## config.mk

```make
export PLATFORM = sky130hd
export DESIGN_NAME = mouse_look_orientation
export DESIGN_NICKNAME = d
export VERILOG_FILES = /design/src/mlo_pkg.sv /design/src/mlo_cordic.sv /design/src/mouse_look_orientation.sv
export SDC_FILE = /design/constraint.sdc
export NUM_CORES = 2
export LEC_CHECK = 0
export ABC_CLOCK_PERIOD_IN_PS = 22300
export BUFFER_PORTS_ARGS = -buffer_cell sky130_fd_sc_hd__buf_2
export CAP_MARGIN = 20
export CORE_UTILIZATION = 50
export CTS_BUF_LIST = sky130_fd_sc_hd__clkbuf_4 sky130_fd_sc_hd__clkbuf_8
export DETAILED_ROUTE_END_ITERATION = 10
export PLACE_DENSITY = 0.67
export SKIP_CTS_REPAIR_TIMING = 1
export SYNTH_ARGS = -nofsm -noshare
export SYNTH_HDL_FRONTEND = slang
export SYNTH_HIERARCHICAL = 1
export SYNTH_SLANG_ARGS = --single-unit
```

## constraint.sdc

```tcl
create_clock -name clk -period 22.3 [get_ports clk]
set_clock_uncertainty 0.1 [all_clocks]
set_input_delay 1.115 -clock clk [delete_from_list [all_inputs] [get_ports clk]]
set_output_delay 1.115 -clock clk [all_outputs]
set_load 0.05 [all_outputs]
```

## src/mlo_pkg.sv

```systemverilog
// ----------------------------------------------------------------------------
// mlo_pkg
// Shared types, constants and the arctangent table of the mouse-look block.
// ----------------------------------------------------------------------------
package mlo_pkg;

  // Register indexes on the configuration port (byte address / 4).
  localparam logic [2:0] REG_SENS   = 3'd0;
  localparam logic [2:0] REG_UPAXIS = 3'd1;
  localparam logic [2:0] REG_POS_X  = 3'd2;
  localparam logic [2:0] REG_POS_Y  = 3'd3;
  localparam logic [2:0] REG_POS_Z  = 3'd4;

  // Up axis codes; any other code selects Z.
  localparam logic [1:0] AXIS_X = 2'd0;
  localparam logic [1:0] AXIS_Y = 2'd1;
  localparam logic [1:0] AXIS_Z = 2'd2;

  // Angles in 1/256 degree.
  localparam int PITCH_LIMIT = 22784;
  localparam int YAW_FULL    = 92160;
  localparam int YAW_HALF    = 46080;
  localparam int YAW_QUARTER = 23040;

  // Reciprocal of 45 for the yaw wrap: q = (u * YAW_RECIP) >> YAW_RSHIFT, u < 2^18.
  localparam int YAW_RECIP  = 372828;
  localparam int YAW_RSHIFT = 24;

  localparam int ONE_Q14 = 16384;

  // CORDIC datapath widths: x and y in Q.30 with headroom, z in 2^-16 degree.
  localparam int X_W   = 34;
  localparam int Z_W   = 26;
  localparam int TAB_W = 22;
  localparam int IDX_W = 5;

  localparam logic signed [X_W-1:0] CORDIC_GAIN = 34'sd652032874;

  typedef struct packed {
    logic               done;
    logic signed [15:0] sin_v;
    logic signed [15:0] cos_v;
  } cordic_res_t;

  // atan(2^-i) in degrees times 65536, rounded to nearest.
  function automatic logic [TAB_W-1:0] atan_tab(input logic [IDX_W-1:0] idx);
    logic [TAB_W-1:0] v;
    case (idx)
      5'd0:    v = 22'd2949120;
      5'd1:    v = 22'd1740967;
      5'd2:    v = 22'd919879;
      5'd3:    v = 22'd466945;
      5'd4:    v = 22'd234379;
      5'd5:    v = 22'd117304;
      5'd6:    v = 22'd58666;
      5'd7:    v = 22'd29335;
      5'd8:    v = 22'd14668;
      5'd9:    v = 22'd7334;
      5'd10:   v = 22'd3667;
      5'd11:   v = 22'd1833;
      5'd12:   v = 22'd917;
      5'd13:   v = 22'd458;
      5'd14:   v = 22'd229;
      5'd15:   v = 22'd115;
      5'd16:   v = 22'd57;
      5'd17:   v = 22'd29;
      5'd18:   v = 22'd14;
      5'd19:   v = 22'd7;
      5'd20:   v = 22'd4;
      5'd21:   v = 22'd2;
      5'd22:   v = 22'd1;
      default: v = 22'd0;
    endcase
    return v;
  endfunction

endpackage

```

## src/mlo_cordic.sv

```systemverilog
// ----------------------------------------------------------------------------
// mlo_cordic
// Iterative rotation-mode CORDIC, one micro-rotation per cycle, giving the
// sine and cosine of an angle within +-90 degrees in Q1.14.
// ----------------------------------------------------------------------------
module mlo_cordic #(
  parameter int STEPS = 16
) (
  input  logic                      clk,
  input  logic                      rst,
  input  logic                      start,
  input  logic signed [15:0]        angle,
  output mlo_pkg::cordic_res_t      res
);

  localparam int CW = (STEPS > 1) ? $clog2(STEPS) : 1;
  localparam logic [CW-1:0] LAST = CW'(STEPS - 1);

  logic                              running;
  logic                              done;
  logic [CW-1:0]                     cnt;
  logic signed [mlo_pkg::X_W-1:0]    x;
  logic signed [mlo_pkg::X_W-1:0]    y;
  logic signed [mlo_pkg::Z_W-1:0]    z;

  logic [mlo_pkg::IDX_W-1:0]         sh;
  logic signed [mlo_pkg::X_W-1:0]    dx;
  logic signed [mlo_pkg::X_W-1:0]    dy;
  logic signed [mlo_pkg::Z_W-1:0]    da;
  logic signed [mlo_pkg::X_W-1:0]    xr;
  logic signed [mlo_pkg::X_W-1:0]    yr;

  function automatic logic signed [15:0] clamp_q14(input logic signed [mlo_pkg::X_W-1:0] v);
    logic signed [15:0] r;
    if (v > mlo_pkg::X_W'(mlo_pkg::ONE_Q14)) begin
      r = 16'(mlo_pkg::ONE_Q14);
    end else if (v < -mlo_pkg::X_W'(mlo_pkg::ONE_Q14)) begin
      r = -16'(mlo_pkg::ONE_Q14);
    end else begin
      r = v[15:0];
    end
    return r;
  endfunction

  // Shared shifter: both cross terms use the same step index.
  assign sh = mlo_pkg::IDX_W'(cnt);
  assign dx = y >>> sh;
  assign dy = x >>> sh;
  assign da = signed'({{(mlo_pkg::Z_W - mlo_pkg::TAB_W){1'b0}}, mlo_pkg::atan_tab(sh)});

  always_ff @(posedge clk) begin
    if (rst) begin
      running <= 1'b0;
      done    <= 1'b0;
      cnt     <= '0;
    end else begin
      done <= 1'b0;
      if (running) begin
        if (cnt == LAST) begin
          running <= 1'b0;
          done    <= 1'b1;
        end
        cnt <= cnt + 1'b1;
      end else if (start) begin
        running <= 1'b1;
        cnt     <= '0;
      end
    end
  end

  always_ff @(posedge clk) begin
    if (running) begin
      if (!z[mlo_pkg::Z_W-1]) begin
        x <= x - dx;
        y <= y + dy;
        z <= z - da;
      end else begin
        x <= x + dx;
        y <= y - dy;
        z <= z + da;
      end
    end else if (start) begin
      x <= mlo_pkg::CORDIC_GAIN;
      y <= '0;
      z <= {{(mlo_pkg::Z_W - 24){angle[15]}}, angle, 8'd0};
    end
  end

  // Round Q.30 to Q1.14: add half an LSB, then floor.
  assign xr = (x + mlo_pkg::X_W'(32768)) >>> 16;
  assign yr = (y + mlo_pkg::X_W'(32768)) >>> 16;

  assign res.done  = done;
  assign res.cos_v = clamp_q14(xr);
  assign res.sin_v = clamp_q14(yr);

endmodule

```

## src/mouse_look_orientation.sv

```systemverilog
// ----------------------------------------------------------------------------
// mouse_look_orientation
// First-person camera look: mouse motion updates pitch and yaw, and the block
// returns view direction, lateral vector and target point in Q1.14 / Q.14.
// A single CORDIC unit runs pitch and then yaw, one micro-rotation per cycle;
// a new input beat is taken only while the sequencer is idle.
// A finished result waits in the output register while the next item starts.
// Synchronous reset: angles to zero, sensitivity 0, up axis Z, position 0.
// ----------------------------------------------------------------------------
module mouse_look_orientation #(
  parameter int CORDIC_STEPS = 16
) (
  input  logic         clk,
  input  logic         rst,
  input  logic         s_tvalid,
  output logic         s_tready,
  input  logic [23:0]  s_tdata,   // delta_x[11:0], delta_y[23:12]
  output logic         m_tvalid,
  input  logic         m_tready,
  output logic [191:0] m_tdata,   // dir_x, dir_y, dir_z, side_x, side_y, side_z
                                  // (16 bits each), target_x, target_y, target_z
                                  // (32 bits each)
  input  logic         psel,
  input  logic         penable,
  input  logic         pwrite,
  input  logic [4:0]   paddr,
  input  logic [31:0]  pwdata,
  output logic [31:0]  prdata,
  output logic         pready
);

  localparam logic [3:0] ST_IDLE  = 4'd0;
  localparam logic [3:0] ST_MULP  = 4'd1;
  localparam logic [3:0] ST_PITCH = 4'd2;
  localparam logic [3:0] ST_YSUM  = 4'd3;
  localparam logic [3:0] ST_RECIP = 4'd4;
  localparam logic [3:0] ST_YMOD  = 4'd5;
  localparam logic [3:0] ST_CPW   = 4'd6;
  localparam logic [3:0] ST_CYW   = 4'd7;
  localparam logic [3:0] ST_MULC  = 4'd8;
  localparam logic [3:0] ST_MULS  = 4'd9;
  localparam logic [3:0] ST_OUT   = 4'd10;

  logic [3:0]          state;
  logic [3:0]          state_next;

  logic [15:0]         sensitivity;
  logic [1:0]          up_axis;
  logic signed [31:0]  pos_x;
  logic signed [31:0]  pos_y;
  logic signed [31:0]  pos_z;

  logic signed [15:0]  pitch_angle;
  logic [16:0]         yaw_angle;

  logic signed [11:0]  delta_x;
  logic signed [11:0]  delta_y;

  logic signed [19:0]  mul_a;
  logic signed [19:0]  mul_b;
  logic signed [39:0]  prod;

  logic signed [30:0]  psum;
  logic signed [30:0]  vsum;
  logic signed [19:0]  vshift;
  logic [20:0]         u_wide;
  logic [17:0]         u_val;
  logic [12:0]         quot;
  logic [18:0]         q45;
  logic [18:0]         rem;

  logic signed [17:0]  ya_wrap;
  logic signed [17:0]  ya_red;
  logic                ya_flip;
  logic                flip;

  logic signed [15:0]  sp;
  logic signed [15:0]  cp;
  logic signed [15:0]  sy;
  logic signed [15:0]  cy;
  logic signed [15:0]  cpcy;
  logic signed [39:0]  prod_rnd;

  logic                cor_start;
  logic signed [15:0]  cor_angle;
  mlo_pkg::cordic_res_t cor_res;

  logic signed [15:0]  dir_x;
  logic signed [15:0]  dir_y;
  logic signed [15:0]  dir_z;
  logic signed [15:0]  side_x;
  logic signed [15:0]  side_y;
  logic signed [15:0]  side_z;
  logic signed [15:0]  cpsy;

  logic                cfg_wr;

  function automatic logic [31:0] sat_add(input logic signed [31:0] a,
                                          input logic signed [15:0] b);
    logic signed [32:0] s;
    logic [31:0]        r;
    s = 33'(a) + 33'(b);
    if (s[32] != s[31]) begin
      r = s[32] ? 32'h8000_0000 : 32'h7FFF_FFFF;
    end else begin
      r = s[31:0];
    end
    return r;
  endfunction

  // --------------------------------------------------------------------------
  // Configuration port
  // --------------------------------------------------------------------------
  assign pready = 1'b1;
  assign cfg_wr = psel && penable && pwrite && pready;

  always_ff @(posedge clk) begin
    if (rst) begin
      sensitivity <= '0;
      up_axis     <= mlo_pkg::AXIS_Z;
      pos_x       <= '0;
      pos_y       <= '0;
      pos_z       <= '0;
    end else if (cfg_wr) begin
      case (paddr[4:2])
        mlo_pkg::REG_SENS:   sensitivity <= pwdata[15:0];
        mlo_pkg::REG_UPAXIS: up_axis     <= pwdata[1:0];
        mlo_pkg::REG_POS_X:  pos_x       <= pwdata;
        mlo_pkg::REG_POS_Y:  pos_y       <= pwdata;
        mlo_pkg::REG_POS_Z:  pos_z       <= pwdata;
        default: ;
      endcase
    end
  end

  always_comb begin
    case (paddr[4:2])
      mlo_pkg::REG_SENS:   prdata = {16'd0, sensitivity};
      mlo_pkg::REG_UPAXIS: prdata = {30'd0, up_axis};
      mlo_pkg::REG_POS_X:  prdata = pos_x;
      mlo_pkg::REG_POS_Y:  prdata = pos_y;
      mlo_pkg::REG_POS_Z:  prdata = pos_z;
      default:             prdata = '0;
    endcase
  end

  // --------------------------------------------------------------------------
  // Sequencer
  // --------------------------------------------------------------------------
  assign s_tready = (state == ST_IDLE);

  always_comb begin
    state_next = state;
    case (state)
      ST_IDLE:  if (s_tvalid) state_next = ST_MULP;
      ST_MULP:  state_next = ST_PITCH;
      ST_PITCH: state_next = ST_YSUM;
      ST_YSUM:  state_next = ST_RECIP;
      ST_RECIP: state_next = ST_YMOD;
      ST_YMOD:  state_next = ST_CPW;
      ST_CPW:   if (cor_res.done) state_next = ST_CYW;
      ST_CYW:   if (cor_res.done) state_next = ST_MULC;
      ST_MULC:  state_next = ST_MULS;
      ST_MULS:  state_next = ST_OUT;
      ST_OUT:   if (!m_tvalid || m_tready) state_next = ST_IDLE;
      default:  state_next = ST_IDLE;
    endcase
  end

  always_ff @(posedge clk) begin
    if (rst) begin
      state <= ST_IDLE;
    end else begin
      state <= state_next;
    end
  end

  // Shared multiplier; each product is read in the state right after it.
  // The cos(pitch)*sin(yaw) product is kept alive while the result waits.
  always_comb begin
    mul_a = '0;
    mul_b = '0;
    case (state)
      ST_MULP: begin
        mul_a = 20'(delta_y);
        mul_b = signed'({4'd0, sensitivity});
      end
      ST_PITCH: begin
        mul_a = 20'(delta_x);
        mul_b = signed'({4'd0, sensitivity});
      end
      ST_RECIP: begin
        mul_a = signed'({2'd0, u_val});
        mul_b = 20'(mlo_pkg::YAW_RECIP);
      end
      ST_MULC: begin
        mul_a = 20'(cp);
        mul_b = 20'(cy);
      end
      ST_MULS, ST_OUT: begin
        mul_a = 20'(cp);
        mul_b = 20'(sy);
      end
      default: ;
    endcase
  end

  always_ff @(posedge clk) begin
    prod <= mul_a * mul_b;
  end

  // Pitch: subtract the scaled motion and clamp to +-89 degrees.
  assign psum = 31'(pitch_angle) - prod[30:0];

  // Yaw wrap modulo 92160 = 2048 * 45: the low 11 bits pass, the rest is
  // reduced modulo 45 with a reciprocal multiply and one constant product.
  assign vshift = 20'(vsum >>> 11);
  assign u_wide = 21'(vshift) + 21'(mlo_pkg::YAW_FULL);
  assign u_val  = u_wide[17:0];
  assign quot   = prod[mlo_pkg::YAW_RSHIFT+12:mlo_pkg::YAW_RSHIFT];
  assign q45    = {1'b0, quot, 5'd0} + {3'd0, quot, 3'd0} + {4'd0, quot, 2'd0}
                + {6'd0, quot};
  assign rem    = {1'b0, u_val} - q45;

  always_ff @(posedge clk) begin
    if (rst) begin
      pitch_angle <= '0;
      yaw_angle   <= '0;
    end else begin
      if (state == ST_PITCH) begin
        if (psum > 31'(mlo_pkg::PITCH_LIMIT)) begin
          pitch_angle <= 16'(mlo_pkg::PITCH_LIMIT);
        end else if (psum < -31'(mlo_pkg::PITCH_LIMIT)) begin
          pitch_angle <= -16'(mlo_pkg::PITCH_LIMIT);
        end else begin
          pitch_angle <= psum[15:0];
        end
      end
      if (state == ST_YMOD) begin
        yaw_angle <= {rem[5:0], vsum[10:0]};
      end
    end
  end

  always_ff @(posedge clk) begin
    if (s_tvalid && s_tready) begin
      delta_x <= s_tdata[11:0];
      delta_y <= s_tdata[23:12];
    end
    if (state == ST_YSUM) begin
      vsum <= signed'({14'd0, yaw_angle}) - prod[30:0];
    end
  end

  // Yaw into -90..90 degrees; beyond a quarter turn the half turn is folded
  // away and both sine and cosine change sign.
  always_comb begin
    if (yaw_angle >= 17'(mlo_pkg::YAW_HALF)) begin
      ya_wrap = signed'({1'b0, yaw_angle}) - 18'(mlo_pkg::YAW_FULL);
    end else begin
      ya_wrap = signed'({1'b0, yaw_angle});
    end
    ya_flip = 1'b0;
    ya_red  = ya_wrap;
    if (ya_wrap > 18'(mlo_pkg::YAW_QUARTER)) begin
      ya_red  = ya_wrap - 18'(mlo_pkg::YAW_HALF);
      ya_flip = 1'b1;
    end else if (ya_wrap < -18'(mlo_pkg::YAW_QUARTER)) begin
      ya_red  = ya_wrap + 18'(mlo_pkg::YAW_HALF);
      ya_flip = 1'b1;
    end
  end

  always_comb begin
    cor_start = 1'b0;
    cor_angle = pitch_angle;
    if (state == ST_YMOD) begin
      cor_start = 1'b1;
    end else if (state == ST_CPW && cor_res.done) begin
      cor_start = 1'b1;
      cor_angle = ya_red[15:0];
    end
  end

  mlo_cordic #(
    .STEPS (CORDIC_STEPS)
  ) u_cordic (
    .clk   (clk),
    .rst   (rst),
    .start (cor_start),
    .angle (cor_angle),
    .res   (cor_res)
  );

  always_ff @(posedge clk) begin
    if (state == ST_CPW && cor_res.done) begin
      sp   <= cor_res.sin_v;
      cp   <= cor_res.cos_v;
      flip <= ya_flip;
    end
    if (state == ST_CYW && cor_res.done) begin
      sy <= flip ? -cor_res.sin_v : cor_res.sin_v;
      cy <= flip ? -cor_res.cos_v : cor_res.cos_v;
    end
    if (state == ST_MULS) begin
      cpcy <= prod_rnd[29:14];
    end
  end

  // Q1.14 product rounding: add half an LSB, then floor.
  assign prod_rnd = prod + 40'sd8192;
  assign cpsy     = prod_rnd[29:14];

  always_comb begin
    case (up_axis)
      mlo_pkg::AXIS_X: begin
        dir_x  = sp;     dir_y  = cpcy;   dir_z  = cpsy;
        side_x = '0;     side_y = -sy;    side_z = cy;
      end
      mlo_pkg::AXIS_Y: begin
        dir_x  = cpsy;   dir_y  = sp;     dir_z  = cpcy;
        side_x = cy;     side_y = '0;     side_z = -sy;
      end
      default: begin
        dir_x  = cpcy;   dir_y  = cpsy;   dir_z  = sp;
        side_x = -sy;    side_y = cy;     side_z = '0;
      end
    endcase
  end

  // --------------------------------------------------------------------------
  // Output register
  // --------------------------------------------------------------------------
  always_ff @(posedge clk) begin
    if (rst) begin
      m_tvalid <= 1'b0;
    end else if (state == ST_OUT && (!m_tvalid || m_tready)) begin
      m_tvalid <= 1'b1;
    end else if (m_tready) begin
      m_tvalid <= 1'b0;
    end
  end

  always_ff @(posedge clk) begin
    if (state == ST_OUT && (!m_tvalid || m_tready)) begin
      m_tdata <= {sat_add(pos_z, dir_z), sat_add(pos_y, dir_y), sat_add(pos_x, dir_x),
                  side_z, side_y, side_x, dir_z, dir_y, dir_x};
    end
  end

endmodule
```

== Word-level counts from Yosys, hierarchy flattened ==
Memory sizes are Yosys's and may differ from the RTL's. A register that Yosys moved wholly into a read port is not among the register bits.
Index checks and enable logic that the tools add are counted.

* Register bits after elaboration: 609
* Input bits: 68
* Bits in read-only memories: 704
* Memories kept: 1
* Latch bits: 0
* Memory bits (writable): 0
* Output and inout bits: 227

* Equal/unequal tests: 23
* Reductions and logical operators: 23
* Magnitude comparators: 9
* Multiplexer cells: 55
* Shifts and indexed selects: 2
* Add/sub/neg operators: 26
* Bitwise logic cells: 1
* Multipliers: 1
* Divide/modulo/power cells: 0

{| class="wikitable"
|+ Memory list
! name !! words !! width !! read ports !! clocked after memory_dff !! wr ports !! line !! RTL
|-
| (name not given) || 32 || 22 || 1 || 1 || 0 || mlo_pkg.sv:48 || <nowiki>case (idx)</nowiki>
|}

{| class="wikitable"
|+ Operators by type and width
! cell !! number
|-
| $mux W34 || 6
|-
| $mux W16 || 12
|-
| $mux W32 || 6
|-
| $pmux W16 S2 || 6
|-
| $pmux W20 S4 || 2
|-
| $pmux W32 S5 || 1
|-
| $add A32 B16 Y33 || 3
|-
| $mux W26 || 3
|-
| $add A34 B17 Y34 const B || 2
|-
| $add A34 B34 Y34 || 2
|-
| $sshr A34 B4 Y34 || 2
|-
| $sub A34 B34 Y34 || 2
|-
| $gt A18 B16 Y1 const B || 3
|-
| $neg A16 Y16 || 3
|-
| $pmux W4 S11 || 1
|-
| $lt A18 B15 Y1 const B || 2
|-
| $gt A31 B16 Y1 const B || 1
|-
| $lt A31 B16 Y1 const B || 1
|-
| $mul A20 B20 Y31 || 1
|-
| $sub A31 B31 Y31 || 1
|-
| $add A30 B15 Y30 const B || 1
|-
| $sub A17 B29 Y29 || 1
|-
| $add A26 B23 Y26 || 1
|-
| $sub A26 B23 Y26 || 1
|-
| other kinds (36) || 76
|}

== Longest topological paths before layout ==
* Depth after elaboration: 9
* Gate-level depth with buffers: 33

== Cells and area by module ==
Netlist, hierarchy kept.

{| class="wikitable"
|+ By module, submodules not included
! module !! instances !! sequential area each (µm²) !! cells each !! area an instance (µm²)
|-
| mouse_look_orientation || 1 || 13452.9 || 4537 || 41771.3
|-
| mlo_cordic || 1 || 3383.2 || 1911 || 16097.9
|}

== Worst setup path before layout ==
OpenSTA, ideal clock, no wires.

* Path kind: input to register
* Start: in m_tready
* End: reg m_tdata[0] (enable)
* Library setup time: 0.747 ns
* Cell stages on the path: 2
* Slack: 12.308 ns
* Required time: 21.453 ns
* Buffers on the path: 0
* Data arrival time: 9.145 ns
* Cells stage by stage: nor2b_1 nor2_1

* Word-level cells in the longest chain between the ends: 2

{| class="wikitable"
|+ Ends and longest elaborated chain
! element !! line !! RTL
|-
| start: declaration || mouse_look_orientation.sv:19 || <nowiki>input logic m_tready,</nowiki>
|-
| $logic_or A1 B1 Y1 || mouse_look_orientation.sv:345 || <nowiki>if (state == ST_OUT && (!m_tvalid || m_tready)) begin</nowiki>
|-
| $logic_and A1 B1 Y1 || mouse_look_orientation.sv:345 ||
|-
| end signal: assignment || mouse_look_orientation.sv:346 || <nowiki>m_tdata <= {sat_add(pos_z, dir_z), sat_add(pos_y, dir_y), sat_add(pos_x, dir_x),</nowiki>
|-
| end: declaration || mouse_look_orientation.sv:20 || <nowiki>output logic [191:0] m_tdata,</nowiki>
|}

No other way between the ends.
A chain may end at the register's enable or synchronous reset.

== Final worst setup path ==
* Start: reg state[1]
* End: reg prod[27]

* Word-level cells in the longest chain between the ends: 4

{| class="wikitable"
|+ Ends and longest elaborated chain
! element !! line !! RTL
|-
| start: declaration || mouse_look_orientation.sv:44 || <nowiki>logic [3:0] state;</nowiki>
|-
| start signal: assignment || mouse_look_orientation.sv:174 || <nowiki>state <= state_next;</nowiki>
|-
| $eq A4 B4 Y1, or another cell as far along || mouse_look_orientation.sv:183 || <nowiki>case (state)</nowiki>
|-
| $reduce_or A3 Y1 (no source line) / $reduce_or A2 Y1 (equally long branches) || n/a ||
|-
| $pmux W20 S4 || mouse_look_orientation.sv:183 ||
|-
| $mul A20 B20 Y31 * || mouse_look_orientation.sv:209 || <nowiki>prod <= mul_a * mul_b;</nowiki>
|-
| end signal: assignment || mouse_look_orientation.sv:209 ||
|-
| end: declaration || mouse_look_orientation.sv:61 || <nowiki>logic signed [39:0] prod;</nowiki>
|}

Mark *: on every way between the ends. The rest lies on a longest branch, timed or not.

==> flow_metrics.py <==
metrics = {
    "synthesis": {
        "synth_top_area_cell": "edfxtp_1",
        "synth.area.top_cells": "edfxtp_1 (22%), fa_1 (11%), ha_1 (8.0%), dfxtp_1 (7.3%), nand2_1 (5.6%)",
        "synth_edf_count": 420,
        "synth_cell_type_count": 121,
        "synth_cells": 6448,
        "yosysTopAreaCellShare_pct": 21.8,
        "ys_seq_area_share_pct": 29.1,
        "synth_area_mm2": 0.0579,
        "ys_warn_count": 6,
        "avgSynthCellArea_um2": 8.97,
        "synth-main-ff-cell": "edfxtp_1",
        "synth_fp_nets": 7216,
        "ys_ff_latch": 631,
        "synthArstFlopShare_pct": 0,
    },
    "placed_design": {
        "place_inst": 8005,
        "dp_hpwl_um": 137000,
        "dpl_cell_area_mm2": 0.0605,
        "place.gp.congestion": 0.986,
        "dp_slack_ns": 12.04,
        "portBuffers": 291,
    },
    "floorplan": {
        "num_io_pins": 295,
        "rows": 124,
        "die_w_um": 342,
        "die_height_um": 342,
        "core_area_mm2": 0.115,
        "initial_core_util_pct": 50.5,
        "die_area_mm2": 0.117,
    },
    "final_layout": {
        "final_cell_mix": "nand2_1 (863), inv_1 (562), nor2_1 (542), a21oi_1 (464), edfxtp_1 (420)",
        "multi_input_comb_area_mm2": 0.0376,
        "areaGrowthSynthToFinish_pct": 9.02,
        "finalNetCount": 7379,
        "final-seq-area_mm2": 0.0169,
        "final_common_cell": "nand2_1",
        "final_cell_count_no_fill": 8237,
        "layout-drive-gt1-share_pct": 11.7,
        "fill_cells": 10412,
        "final_area_mm2": 0.0631,
        "utilization_pct": 55.1,
    },
    "global_routing": {
        "grt_max_degree": 193,
        "grt_pass1_wl_um": 272000,
        "grt_pass1_vias": 46882,
        "antenna_found_initial": 13,
        "overflow": 0,
        "grt.total_usage_pct": 29.9,
    },
    "worst_setup_path": {
        "crit_top_cell": "fa_1",
        "cp_top_family": "adder cells",
        "cp_slowest_stage_delay_ns": 0.89,
        "rrSetupSlack_ns": 11.89,
        "path_class": "reg -> reg",
        "reg2regPathDepth": 29,
        "crit_start": "state[1]$_SDFFE_PP0P_",
        "crit_buf_inv": 5,
        "crit_path_start_kind": "flip-flop",
        "worst_ep_required_time_ns": 22.89,
        "critical_path_depth": 29,
        "cp-endpoint": "prod[27]$_DFF_P_",
        "cp.arrival_ns": 11.00,
        "end_kind": "flip-flop",
        "r2r_end": "prod[27]$_DFF_P_",
        "rr_startpoint": "state[1]$_SDFFE_PP0P_",
        "slowest_stage": "dfxtp_1",
        "path_max_fanout": 20,
    },
    "pwr": {
        "ir_drop_mv": 0.0762,
        "p_per_area_mw_per_mm2": 91.1,
        "p_leak_uw": 0.0264,
    },
    "route": {
        "drt_iter0_drc": 4954,
        "maxUsedRoutingLayer": "met5",
        "met3WireLength_um": 17200,
        "wl_met1_um": 75200,
        "drtAntennaViolNets": 0,
        "drc": 136,
        "vias": 49245,
        "drt-vias-per-instance": 5.98,
        "dr_wl_met2_um": 78600,
        "firstDrtPassIters": 10,
        "finalWirelength_um": 177000,
        "post_drt_wl_per_cell_um": 21.5,
    },
    "sta": {
        "period_share_pct": 46.7,
        "hold_violations": 0,
        "slew_violations": 0,
        "rsz0062_at_grt": "no",
        "slew_headroom_pct": 27.7,
        "setup_viol": 0,
        "setup-tns-final_ns": 0,
        "worst_slew_pin_slew_ns": 1.07,
        "fmax_ghz": 0.0960,
        "period_minus_slack_ns": 10.41,
        "setup_ws_ns": 11.89,
    },
    "outcome": {
        "violations": "DRC",
        "status": "finished, violations left",
    },
    "clocking": {
        "clkTransAtPathRegs_ns": 0.06,
        "cts_buffer_depth": 3,
        "cts-root-buf": "clkbuf_8",
        "numCtsBuffers": 112,
        "cts_tree": "built",
        "clock_latency_ns": 0.83,
        "htree_levels": 3,
        "clock-sinks": 631,
    },
    "flow_run": {
        "max_cap_violations": 0,
    },
    "min_path": {
        "hp-class": "reg -> reg",
    },
}
## worst min-delay path by stage
stage	to	slack, ns	cells after the start	start
2_1_floorplan	sensitivity[0]$_SDFFE_PP0P_	0.35	2	sensitivity[0]$_SDFFE_PP0P_
3_3_place_gp	pitch_angle[0]$_SDFFE_PP0N_	0.36	1	pitch_angle[0]$_SDFFE_PP0N_
3_5_place_dp	pitch_angle[0]$_SDFFE_PP0N_	0.37	1	pitch_angle[0]$_SDFFE_PP0N_
4_1_cts	delta_x[1]$_DFFE_PP_	0.35	1	s_tdata[1]
5_1_grt	delta_y[9]$_DFFE_PP_	0.37	1	s_tdata[21]
6_report	pos_z[30]$_SDFFE_PP0P_	0.38	2	pos_z[30]$_SDFFE_PP0P_
## cells by family after synthesis
group                      after synthesis  synth area share, %
AOI/OAI and AO/OA                     1488                 16.5
xor gates and xnor gates               428                 6.48
adders and majority gates              719                 19.7
buffers and inverters                  883                 6.14
DFF                                    631                 29.1
muxes                                  263                 6.08
other                                    1              0.00648
and+or+nand+nor                       2035                 15.9
## tightest hold or removal path, cell delays in order, from the launching register on
cell and delay [ns]:
dfxtp_1 0.32, nand2_1 0.06, a21oi_1 0.05
## through the flow
step	hold WS, ns	total power (µW)
final	0.376	5750
after global routing	0.366	6130
after CTS	0.353	5720
after detailed placement	0.367	4470
after global placement	0.362	4430
after floorplan	0.349	3720
## report_power, final
group | internal (µW) | total [µW] | switching (µW) | leakage (µW)
Clock | 678 | 1220 | 545 | 0.00132
Sequential | 1370 | 1490 | 119 | 0.00550
Combinational | 1170 | 3030 | 1870 | 0.0196
Total | 3220 | 5750 | 2530 | 0.0264
## Yosys cell counts, drive strengths merged (54+ instances only)
library cell	instances
nand2	865
inv	566
nor2	545
a21oi	468
edfxtp	420
ha	370
fa	330
o21ai	326
xnor2	286
clkbuf	214
dfxtp	211
xor2	142
mux2i	141
a21o	128
nor3	112
buf	98
nand3	97
mux4	63
a31oi	61
o21a	60
and3	59
mux2	59
a22oi	54
and2	54
## routing by layer
layer  track usage, %  up-vias
met2             46.2     2136
met3             5.90      361
met5                0        -
li1                 -    22940
met4             10.3        4
met1             41.8    23804
## area by class of cell
type / instances / share of cell area, %
multi-input cells: 4934 / 59.6
well taps: 1512 / 3.00
diodes: 14 / 0.0555
repair buffers: 362 / 3.24
inverters: 570 / 3.39
flip-flops and latches: 631 / 26.7
clock inverters: 62 / 1.04
clock buffers: 152 / 3.00
## flip-flops by register name, summed over array words and instances, names as in the netlist, 4 cells and up
register      count
state             4
pos_x            32
sensitivity      16
pitch_angle      16
yaw_angle        17
vsum             29
cp               16
u_cordic/z       26
delta_x          12
sy               16
delta_y          12
u_cordic/da      22
u_cordic/x       34
cy               16
u_cordic/cnt      4
m_tdata         192
sp               16
u_cordic/y       34
cpcy             16
pos_y            32
prod             31
pos_z            32
No activity file was read; power rests on OpenSTA's default activity.
